--- src/rtl/wvft_pkg.sv ---
// shared types and status codes for the wormhole vc forwarding table unit
// no dependencies
package wvft_pkg;

  localparam int PORT_W    = 3;
  localparam int VC_W      = 2;
  localparam int PAYLOAD_W = 64;
  localparam int STATUS_W  = 3;

  localparam logic [STATUS_W-1:0] ST_OK           = 3'd0;
  localparam logic [STATUS_W-1:0] ST_TX_FULL      = 3'd1;
  localparam logic [STATUS_W-1:0] ST_OWNED_OTHER  = 3'd2;
  localparam logic [STATUS_W-1:0] ST_HEAD_HELD    = 3'd3;
  localparam logic [STATUS_W-1:0] ST_BODY_UNOWNED = 3'd4;

  localparam int CFG_ADDR_W = 3;
  localparam int CFG_DATA_W = 32;
  localparam logic CFG_IDX_OWN_PORT = 1'b0;

  typedef struct packed {
    logic [PAYLOAD_W-1:0] payload;
    logic                 head;
    logic                 tail;
    logic [PORT_W-1:0]    port;
    logic [VC_W-1:0]      src_vc;
    logic [VC_W-1:0]      dest_vc;
    logic                 tx_ready;
  } flit_t;

  typedef struct packed {
    logic                forwarded;
    logic [STATUS_W-1:0] status;
  } tbl_res_t;

endpackage

--- src/rtl/wvft_cfg.sv ---
// configuration register block, apb-style write and read
// depends on wvft_pkg
module wvft_cfg (
  input  logic                             clk,
  input  logic                             rst_n,
  input  logic                             psel,
  input  logic                             penable,
  input  logic                             pwrite,
  input  logic [wvft_pkg::CFG_ADDR_W-1:0]  paddr,
  input  logic [wvft_pkg::CFG_DATA_W-1:0]  pwdata,
  output logic [wvft_pkg::CFG_DATA_W-1:0]  prdata,
  output logic                             pready,
  output logic [wvft_pkg::PORT_W-1:0]      own_port
);
  import wvft_pkg::*;

  logic [PORT_W-1:0] own_port_r;
  logic [PORT_W-1:0] own_port_nxt;
  logic              wr_en;
  logic              sel_own;

  assign pready  = 1'b1;
  assign sel_own = (paddr[2] == CFG_IDX_OWN_PORT);
  assign wr_en   = psel && penable && pwrite && pready && sel_own;

  always_comb begin
    own_port_nxt = own_port_r;
    if (wr_en) begin
      own_port_nxt = pwdata[PORT_W-1:0];
    end
  end

  always_ff @(posedge clk) begin
    if (!rst_n) begin
      own_port_r <= '0;
    end else begin
      own_port_r <= own_port_nxt;
    end
  end

  assign prdata   = sel_own ? {{(CFG_DATA_W-PORT_W){1'b0}}, own_port_r} : '0;
  assign own_port = own_port_r;

endmodule

--- src/rtl/wvft_own_table.sv ---
// ownership table with per-entry valid bits, check and claim/release update
// depends on wvft_pkg
module wvft_own_table #(
  parameter int NUM_PORTS = 8,
  parameter int NUM_VCS   = 4
) (
  input  logic               clk,
  input  logic               rst_n,
  input  logic               en,
  input  wvft_pkg::flit_t    flit,
  output wvft_pkg::tbl_res_t res
);
  import wvft_pkg::*;

  localparam int DEPTH = NUM_PORTS * NUM_VCS;
  localparam int IDX_W = (DEPTH > 1) ? $clog2(DEPTH) : 1;
  localparam logic [4:0] PORT_LIM = 5'(NUM_PORTS);
  localparam logic [4:0] VC_LIM   = 5'(NUM_VCS);

  logic [DEPTH-1:0] valid_r;
  logic [DEPTH-1:0] valid_nxt;
  logic [VC_W-1:0]  vc_r [DEPTH];

  logic             rng_ok;
  logic [7:0]       idx_full;
  logic [IDX_W-1:0] idx;
  logic             held;
  logic [VC_W-1:0]  owner;
  logic [STATUS_W-1:0] status;
  logic             ok;
  logic             claim;
  logic             release_e;

  assign rng_ok   = flit.tx_ready && ({2'b00, flit.port} < PORT_LIM)
                    && ({3'b000, flit.dest_vc} < VC_LIM);
  assign idx_full = 8'(flit.port) * 8'(NUM_VCS) + 8'(flit.dest_vc);
  assign idx      = rng_ok ? idx_full[IDX_W-1:0] : '0;
  assign held     = valid_r[idx];
  assign owner    = vc_r[idx];

  always_comb begin
    priority if (!rng_ok) begin
      status = ST_TX_FULL;
    end else if (held && (owner != flit.src_vc)) begin
      status = ST_OWNED_OTHER;
    end else if (flit.head && held) begin
      status = ST_HEAD_HELD;
    end else if (!flit.head && !held) begin
      status = ST_BODY_UNOWNED;
    end else begin
      status = ST_OK;
    end
  end

  assign ok        = en && (status == ST_OK);
  assign claim     = ok && flit.head && !flit.tail;
  assign release_e = ok && !flit.head && flit.tail;

  always_comb begin
    valid_nxt = valid_r;
    if (claim) begin
      valid_nxt[idx] = 1'b1;
    end else if (release_e) begin
      valid_nxt[idx] = 1'b0;
    end
  end

  always_ff @(posedge clk) begin
    if (!rst_n) begin
      valid_r <= '0;
    end else begin
      valid_r <= valid_nxt;
    end
  end

  always_ff @(posedge clk) begin
    if (claim) begin
      vc_r[idx] <= flit.src_vc;
    end
  end

  assign res.forwarded = (status == ST_OK);
  assign res.status    = status;

endmodule

--- src/rtl/wormhole_vc_forwarding_table_unit.sv ---
// wormhole vc forwarding table unit: input register, ownership check, result register
// depends on wvft_pkg, wvft_cfg, wvft_own_table
// the result strobe out_valid follows a start transfer through item_v_r and out_valid_r
// throughput: one flit per cycle, busy stays low, the receiver cannot stall
// the ownership table is a row of flip-flops, read and updated in the check stage
// reset (synchronous, active low) frees every table entry at once and clears own_port
module wormhole_vc_forwarding_table_unit #(
  parameter int NUM_PORTS = 8,
  parameter int NUM_VCS   = 4
) (
  input  logic                              clk,
  input  logic                              rst_n,
  input  logic                              start,
  output logic                              busy,
  input  logic [wvft_pkg::PAYLOAD_W-1:0]    in_flit_payload,
  input  logic                              in_is_head,
  input  logic                              in_is_tail,
  input  logic [wvft_pkg::PORT_W-1:0]       in_dest_port,
  input  logic [wvft_pkg::VC_W-1:0]         in_src_vc,
  input  logic [wvft_pkg::VC_W-1:0]         in_dest_vc,
  input  logic                              in_tx_ready,
  output logic                              out_valid,
  output logic                              out_forwarded,
  output logic [wvft_pkg::STATUS_W-1:0]     out_status,
  output logic [wvft_pkg::PORT_W-1:0]       out_port,
  output logic [wvft_pkg::VC_W-1:0]         out_vc,
  output logic [wvft_pkg::PORT_W-1:0]       out_source_port,
  output logic [wvft_pkg::PAYLOAD_W-1:0]    out_payload,
  input  logic                              psel,
  input  logic                              penable,
  input  logic                              pwrite,
  input  logic [wvft_pkg::CFG_ADDR_W-1:0]   paddr,
  input  logic [wvft_pkg::CFG_DATA_W-1:0]   pwdata,
  output logic [wvft_pkg::CFG_DATA_W-1:0]   prdata,
  output logic                              pready
);
  import wvft_pkg::*;

  logic              accept;
  logic              item_v_r;
  flit_t             item_r;
  flit_t             item_nxt;
  tbl_res_t          res;
  logic [PORT_W-1:0] own_port;

  logic                 out_valid_r;
  logic                 out_fwd_r;
  logic [STATUS_W-1:0]  out_status_r;
  logic [PORT_W-1:0]    out_port_r;
  logic [VC_W-1:0]      out_vc_r;
  logic [PORT_W-1:0]    out_src_r;
  logic [PAYLOAD_W-1:0] out_payload_r;

  assign busy   = 1'b0;
  assign accept = start && !busy;

  assign item_nxt.payload  = in_flit_payload;
  assign item_nxt.head     = in_is_head;
  assign item_nxt.tail     = in_is_tail;
  assign item_nxt.port     = in_dest_port;
  assign item_nxt.src_vc   = in_src_vc;
  assign item_nxt.dest_vc  = in_dest_vc;
  assign item_nxt.tx_ready = in_tx_ready;

  wvft_cfg u_cfg (
    .clk      (clk),
    .rst_n    (rst_n),
    .psel     (psel),
    .penable  (penable),
    .pwrite   (pwrite),
    .paddr    (paddr),
    .pwdata   (pwdata),
    .prdata   (prdata),
    .pready   (pready),
    .own_port (own_port)
  );

  always_ff @(posedge clk) begin
    if (!rst_n) begin
      item_v_r <= 1'b0;
    end else begin
      item_v_r <= accept;
    end
  end

  always_ff @(posedge clk) begin
    if (accept) begin
      item_r <= item_nxt;
    end
  end

  wvft_own_table #(
    .NUM_PORTS (NUM_PORTS),
    .NUM_VCS   (NUM_VCS)
  ) u_table (
    .clk   (clk),
    .rst_n (rst_n),
    .en    (item_v_r),
    .flit  (item_r),
    .res   (res)
  );

  always_ff @(posedge clk) begin
    if (!rst_n) begin
      out_valid_r <= 1'b0;
    end else begin
      out_valid_r <= item_v_r;
    end
  end

  always_ff @(posedge clk) begin
    if (item_v_r) begin
      out_fwd_r     <= res.forwarded;
      out_status_r  <= res.status;
      out_port_r    <= res.forwarded ? item_r.port : '0;
      out_vc_r      <= res.forwarded ? item_r.dest_vc : '0;
      out_src_r     <= res.forwarded ? own_port : '0;
      out_payload_r <= res.forwarded ? item_r.payload : '0;
    end
  end

  assign out_valid       = out_valid_r;
  assign out_forwarded   = out_valid_r && out_fwd_r;
  assign out_status      = out_status_r;
  assign out_port        = out_port_r;
  assign out_vc          = out_vc_r;
  assign out_source_port = out_src_r;
  assign out_payload     = out_payload_r;

  a_result_follows: assert property (@(posedge clk) disable iff (!rst_n)
    accept |-> ##2 out_valid)
    else $error("no result two cycles after a start transfer");

  a_drop_clears: assert property (@(posedge clk) disable iff (!rst_n)
    (out_valid && !out_forwarded) |-> (out_status != ST_OK && out_payload == '0
      && out_port == '0 && out_source_port == '0))
    else $error("dropped flit carries data or ok status");

  a_fwd_ok: assert property (@(posedge clk) disable iff (!rst_n)
    out_forwarded |-> (out_status == ST_OK))
    else $error("forwarded flit with error status");

  a_no_spurious: assert property (@(posedge clk) disable iff (!rst_n)
    out_valid |-> $past(item_v_r))
    else $error("result without a flit in the check stage");

endmodule

--- config.mk ---
export PLATFORM = sky130hd
export DESIGN_NAME = wormhole_vc_forwarding_table_unit
export DESIGN_NICKNAME = d
export VERILOG_FILES = /design/src/rtl/wvft_pkg.sv /design/src/rtl/wvft_cfg.sv /design/src/rtl/wvft_own_table.sv /design/src/rtl/wormhole_vc_forwarding_table_unit.sv
export SDC_FILE = /design/constraint.sdc
export NUM_CORES = 1
export LEC_CHECK = 0
export BUFFER_PORTS_ARGS = -buffer_cell sky130_fd_sc_hd__buf_4
export CAP_MARGIN = 20
export CORE_ASPECT_RATIO = 0.9
export CORE_MARGIN = 8
export CORE_UTILIZATION = 58
export DETAILED_ROUTE_END_ITERATION = 16
export GPL_TIMING_DRIVEN = 1
export PLACE_DENSITY = 0.91
export SLEW_MARGIN = 20
export SYNTH_ARGS = -nofsm -noshare
export SYNTH_HDL_FRONTEND = slang
export SYNTH_SLANG_ARGS = --single-unit
--- constraint.sdc ---
create_clock -name clk -period 7.4 [get_ports clk]
set_input_delay 0.74 -clock clk [delete_from_list [all_inputs] [get_ports clk]]
set_output_delay 0.74 -clock clk [all_outputs]
set_load 0.01 [all_outputs]
-- After elaboration in Yosys (flattened, before gate mapping)
Memories as Yosys holds them, arrays and structs flattened.
Index checks and enable logic that the tools add are counted.
- reduce and logical (&&, ||, !) cells: 18
- muxes and demuxes: 14
- order comparisons: 2
- bitwise logic cells: 4
- add/sub/neg operators: 1
- eq/ne operators: 1
- operators with widths (cell ; number):
    32-bit two-way mux ; 2
    32-bit bitwise AND ; 1
    32-bit NOT ; 1
    32-bit OR ; 1
    3-bit two-way mux ; 5
    1-bit logical AND ; 13
    5-bit by 6-bit less-than comparator with 1-bit output (second input constant) ; 1
    5-bit by 2-bit adder with 5-bit output ; 1
    1-bit binary-select mux with 5-bit select ; 1
    1-bit demux with 5-bit select ; 1
    5-bit by 1-bit greater-or-equal comparator with 1-bit output (second input constant) ; 1
    5-bit two-way mux ; 1
    1-bit two-way mux ; 4
    1-bit logical NOT ; 3
    3-bit logical NOT ; 1
    2-bit != test ; 1
    2-bit nonzero test ; 1
    1-bit NOT ; 1
- memories: 1
- output and inout port bits: 111
- bits of input ports: 115
- word-level logic and storage cells: 58
- bits in writable memories: 64
- register bits after elaboration: 187
- memory list (name ; words ; width ; rd ports ; clocked after memory_dff ; write ports ; line ; text):
    u_table.vc_r ; 32 ; 2 ; 1 ; 0 ; 1 ; wvft_own_table.sv:22 ; logic [VC_W-1:0] vc_r [DEPTH];

-- Longest topological paths before layout
- depth after elaboration: 16
- gate-level depth with buffers: 14
- mapped depth without buffers: 8

-- Cells and area by module
Synthesis repeated with hierarchy kept, for this count alone.
- cell total of the unflattened synthesis: 706
- area total of the unflattened synthesis: 10282.4 um^2
- modules (own cells, without submodules) (module ; area an instance (um^2) ; times used ; seq. area each (um^2) ; cells an instance):
    wormhole_vc_forwarding_table_unit ; 5149.9 ; 1 ; 4544.4 ; 236
    wvft_own_table ; 4745.8 ; 1 ; 2562.5 ; 421
    wvft_cfg ; 386.6 ; 1 ; 60.1 ; 49

-- Least setup slack after synthesis
No wires, ideal clock.
- path type: reg2reg
- start: register item_v_r
- end: memory u_table.vc_r[21][0] (enable)
- slack: 3.504 ns
- required time: 7.090 ns
- library setup time: 0.310 ns
- clock period less this slack: 3.896 ns
- arrival: 3.586 ns
- stages on the path, launching flop included: 9
- path buffers: 2
- cell sequence: dfxtp_1 > nand2_1 > nor2_1 > and2_1 > clkbuf_1 > a21boi_1 > nand2_1 > clkbuf_1 > nor2_1
- word-level cells in the longest chain between the ends: 5
- RTL lines (element ; line ; text):
    from (decl) ; wormhole_vc_forwarding_table_unit.sv:40 ; logic item_v_r;
    from (signal assigned) ; wormhole_vc_forwarding_table_unit.sv:82 ; item_v_r <= accept;
    1-bit logical AND ; wvft_own_table.sv:55 ; assign ok = en && (status == ST_OK);
    1-bit logical AND (2 in series) ; wvft_own_table.sv:56 ; assign claim = ok && flit.head && !flit.tail;
    1-bit two-way mux ; wvft_own_table.sv:77 ; if (claim) begin
    1-bit two-way mux (implied by the code) ; wvft_own_table.sv:78 ; vc_r[idx] <= flit.src_vc;
    to (decl) ; wvft_own_table.sv:22 ;
Every way passes these cells.

-- Worst setup path after layout
- start: register item_r[5] (netlist bit)
- end: memory u_table.vc_r[9][0] (enable)
- word-level cells in the longest chain between the ends: 16
- elaborated cells between the ends (all ways): 20
- classes of those cells: add/sub (1); eq/ne (1); mux (9); reduce/logical (8); memory (1)
- RTL lines (element ; line ; text):
    from (decl) ; wormhole_vc_forwarding_table_unit.sv:41 ; flit_t item_r;
    from (signal assigned) ; wormhole_vc_forwarding_table_unit.sv:88 ; item_r <= item_nxt;
    5-bit by 2-bit adder with 5-bit output (*) ; wvft_own_table.sv:36 ; assign idx_full = 8'(flit.port) * 8'(NUM_VCS) + 8'(flit.dest_vc);
    5-bit two-way mux (*) ; wvft_own_table.sv:37 ; assign idx = rng_ok ? idx_full[IDX_W-1:0] : '0;
    1-bit binary-select mux with 5-bit select ; wvft_own_table.sv:38 ; assign held = valid_r[idx];
    1-bit two-way mux (implied by the code) ; wvft_own_table.sv:38 ;
    1-bit logical NOT ; wvft_own_table.sv:48 ; end else if (!flit.head && !held) begin
    1-bit logical AND ; wvft_own_table.sv:48 ;
    3-bit two-way mux ; wvft_own_table.sv:48 ;
    3-bit two-way mux ; wvft_own_table.sv:46 ; end else if (flit.head && held) begin
    3-bit two-way mux ; wvft_own_table.sv:44 ; end else if (held && (owner != flit.src_vc)) begin
    3-bit two-way mux ; wvft_own_table.sv:42 ; priority if (!rng_ok) begin
    3-bit logical NOT ; wvft_own_table.sv:55 ;
    1-bit logical AND ; wvft_own_table.sv:55 ;
    1-bit logical AND (2 in series) ; wvft_own_table.sv:56 ;
    1-bit two-way mux ; wvft_own_table.sv:77 ;
    1-bit two-way mux (implied by the code) ; wvft_own_table.sv:78 ;
Mark *: on every way between the ends. The rest lies on a longest branch, timed or not. The select of a mux whose other input is x is not followed.

==> run_results.csv <==
group,metric,value,unit
run_status,status,"finished clean",
global_routing,grtUsageMet2,38.5,%
global_routing,grt_max_degree,80,
power,p_leak,4.47,nW
synthesis,netlist_instances,714,
cells_and_area,final_cells,1122,
drt,vias_per_cell,6.26,
power,p_sw,0.706,mW
global_routing,antenna_found_initial,0,
power,p_per_area,248,nW/um^2
timing,min_period_over_period,68.6,%
clocking,postCtsSetupRepairBufs,0,
synthesis,ys_seq_area_share,69.6,%
drt,drtIter0Drc,1099,
timing,final_max_slew_viol_count,0,
drt,drtPass1Iterations,9,
cells_and_area,multi_input_area,2750,sq um
worst_hold_path,min_path_cells,1,
clocking,path_clk_slew,70,ps
power,p_seq_share,53.7,%
setup_path,end_kind,"register",
global_routing,grt_busiest_layer,"met2",
drt,ant_nets,0,
clocking,clockBufferDepth,3,
floorplan,core,17500,sq um
power,switching_share,23.2,%
power,pwr-share-comb,9.4,%
global_routing,grt_pass1_vias,7008,
timing,rsz0062_at_grt,"no",
timing,clock-skew-final,15.0,ps
clocking,numCtsBuffers,23,
global_routing,grtUsageTotal,22.6,%
setup_path,crit_fanout,16,
floorplan,start_util,58.9,%
placed_design,gp_congestion,0.935,
placed_design,dp.cells,1080,
timing,tns,0,ps
setup_path,crit_type,"register to register",
power,fin_total_pwr,3.04,mW
placed_design,hpwl,16600,microns
drt,vias,7026,
timing,min_period,5080,ps
cells_and_area,fillCellCount,1065,
timing,finalSetupViolations,0,
power,p_int,2.33,mW
cells_and_area,post-route-util,69.9,%
floorplan,ios,226,
power,irDropWorstVdd,0.000263,V
clocking,cts_hold_buf,0,
clocking,cts_max_level,1,
setup_path,crit_path_start_kind,"register",
synthesis,dominantRegCellSynth,"edfxtp_1",
cells_and_area,diodes,0,
synthesis,avgSynthCellArea,14.4,sq um
timing,worst_slew_pin_slew,1100,ps
synthesis,async_flop_share,0,%
worst_hold_path,hp-class,"input port to register",
synthesis,synth_cell_types,67,
clocking,cts_resized,0,
cells_and_area,design_area,12200,sq um
global_routing,grt_pass1_wl,39000,microns
floorplan,die_w,156,microns
timing,setup_slack,2320,ps
floorplan,fp.dieH,142,microns
global_routing,grt_overflow,0,
timing,slew_headroom,26.7,%
run,drv_cap,0,
setup_path,r2r_cells,7,
floorplan,die_area,22300,sq um
clocking,clkLatencyLatePin,520,ps
synthesis,synth-edff-count,214,
timing,hold_ws,394,ps
synthesis,syn-cell-area,10300,sq um
cells_and_area,syn2layout_area_growth,18.8,%
placed_design,io_buffers,163,
placed_design,dpl-instance-area,11500,sq um
floorplan,num_rows,46,
setup_path,regToRegSetupSlack,2320,ps
timing,fmax,197,MHz
cells_and_area,drive_above_1_share,26.6,%
drt,routed_wl,26100,microns
cells_and_area,nNetsFinal,980,
drt,drc,0,
setup_path,required,7590,ps
global_routing,use_met1,26.0,%
power,pwr-share-clk,36.8,%
clocking,cts_tree,"yes",
drt,wl_per_cell,23.2,microns
cells_and_area,final-seq-area,7170,sq um
timing,hold_viol_final,0,
global_routing,use_met3,5.95,%
clocking,cts-root-buf,"clkbuf_16",
placed_design,dp_slack,2790,ps
synthesis,synth_seq_cells,251,
synthesis,ys_warn_count,0,
clocking,cts_sinks,251,
setup_path,critPathArrivalTime,5260,ps
[power by group through the flow]
stage / registers, mW / logic [mW] / clock network, mW
2_1_floorplan: 1.66 / 0.172 / 0
3_3_place_gp: 1.66 / 0.265 / 0
3_5_place_dp: 1.66 / 0.275 / 0
4_1_cts: 1.63 / 0.280 / 1.12
5_1_grt: 1.64 / 0.304 / 1.17
6_report: 1.63 / 0.287 / 1.12
[cell type report]
class,count,area share [%]
repair buffers,170,10.4
clock buffers,35,5.48
flip-flops and latches,251,58.6
multi-input cells,410,22.5
clock inverters,7,0.286
inverters,9,0.276
well taps,240,2.45
[layout by cell type, fill, tap and decap left out, drive strengths merged, types with 7 or more instances in the layout]
cell,instances
inv,9
nand2,19
nor2b,7
a31oi,30
nand3,12
nor2,44
or3,12
o22ai,8
conb,31
a311oi,11
clkbuf,35
and2,68
a21oi,10
mux2,8
edfxtp,214
o21ai,29
mux4,7
buf,170
nand2b,10
a211oi,23
dfxtp,37
[cell usage after synthesis, types with 3 or more instances]
master	count	area share (%)
nand3b_1	3	0.22
a41oi_1	4	0.34
or4bb_1	3	0.33
nand2_1	19	0.69
a21oi_1	10	0.49
dfxtp_1	37	7.2
and3_1	3	0.18
o22ai_1	8	0.49
buf_2	10	0.49
a31oi_1	30	1.8
o31a_1	3	0.26
o21ai_0	28	1.4
buf_1	3	0.11
mux4_2	7	1.5
mux2i_1	6	0.58
clkbuf_2	5	0.24
or3_1	12	0.73
and2_1	68	4.1
nor4_4	4	0.83
nand2b_1	10	0.61
mux2_2	6	0.66
or2_2	3	0.18
o221ai_1	3	0.26
nand4b_1	3	0.26
or4_4	3	0.33
edfxtp_1	214	62
nand3_1	12	0.58
a211oi_1	23	1.7
o32ai_1	6	0.51
nor2_1	44	1.6
a311oi_1	11	0.94
buf_4	35	2.6
clkbuf_1	15	0.55
buf_6	5	0.55
o211ai_1	4	0.29
inv_1	7	0.26
nor2b_1	7	0.43
[path summary, 6_finish.rpt]
| path | from | endpoint |
|---|---|---|
| max | item_r[5]$_DFFE_PP_ | u_table.vc_r[9][0]$_DFFE_PP_ |
| min | in_flit_payload[14] | item_r[24]$_DFFE_PP_ |
| max reg2reg | item_r[5]$_DFFE_PP_ | u_table.vc_r[9][0]$_DFFE_PP_ |
| min reg2reg | register | register |
[logic make-up (layout without fill, tap and decap cells)]
family / Yosys count / in the layout / share of synthesized area [%]
DFF: 251 / 251 / 69.6
and+or+nand+nor: 208 / 208 / 12.3
AOI/OAI and AO/OA: 150 / 150 / 10.3
buffers and inverters: 82 / 221 / 4.81
muxes: 21 / 21 / 2.99
other: 2 / 31 / 0.0729
[critical path, cell delays in order, from the launching register on]
cell and delay [ps]:
edfxtp_1 750, nand2_1 330, nor3_1 800, a22oi_1 260, and3_1 480, a21boi_1 950, nand2_1 770, nor2_1 400
[routing by layer]
layer,wire (microns),vias to the layer above
met5,0,-
met4,1440,0
met3,2970,119
met2,13000,535
met1,8710,3389
li1,-,2983
Note: power is estimated with default switching activity, not from simulation.
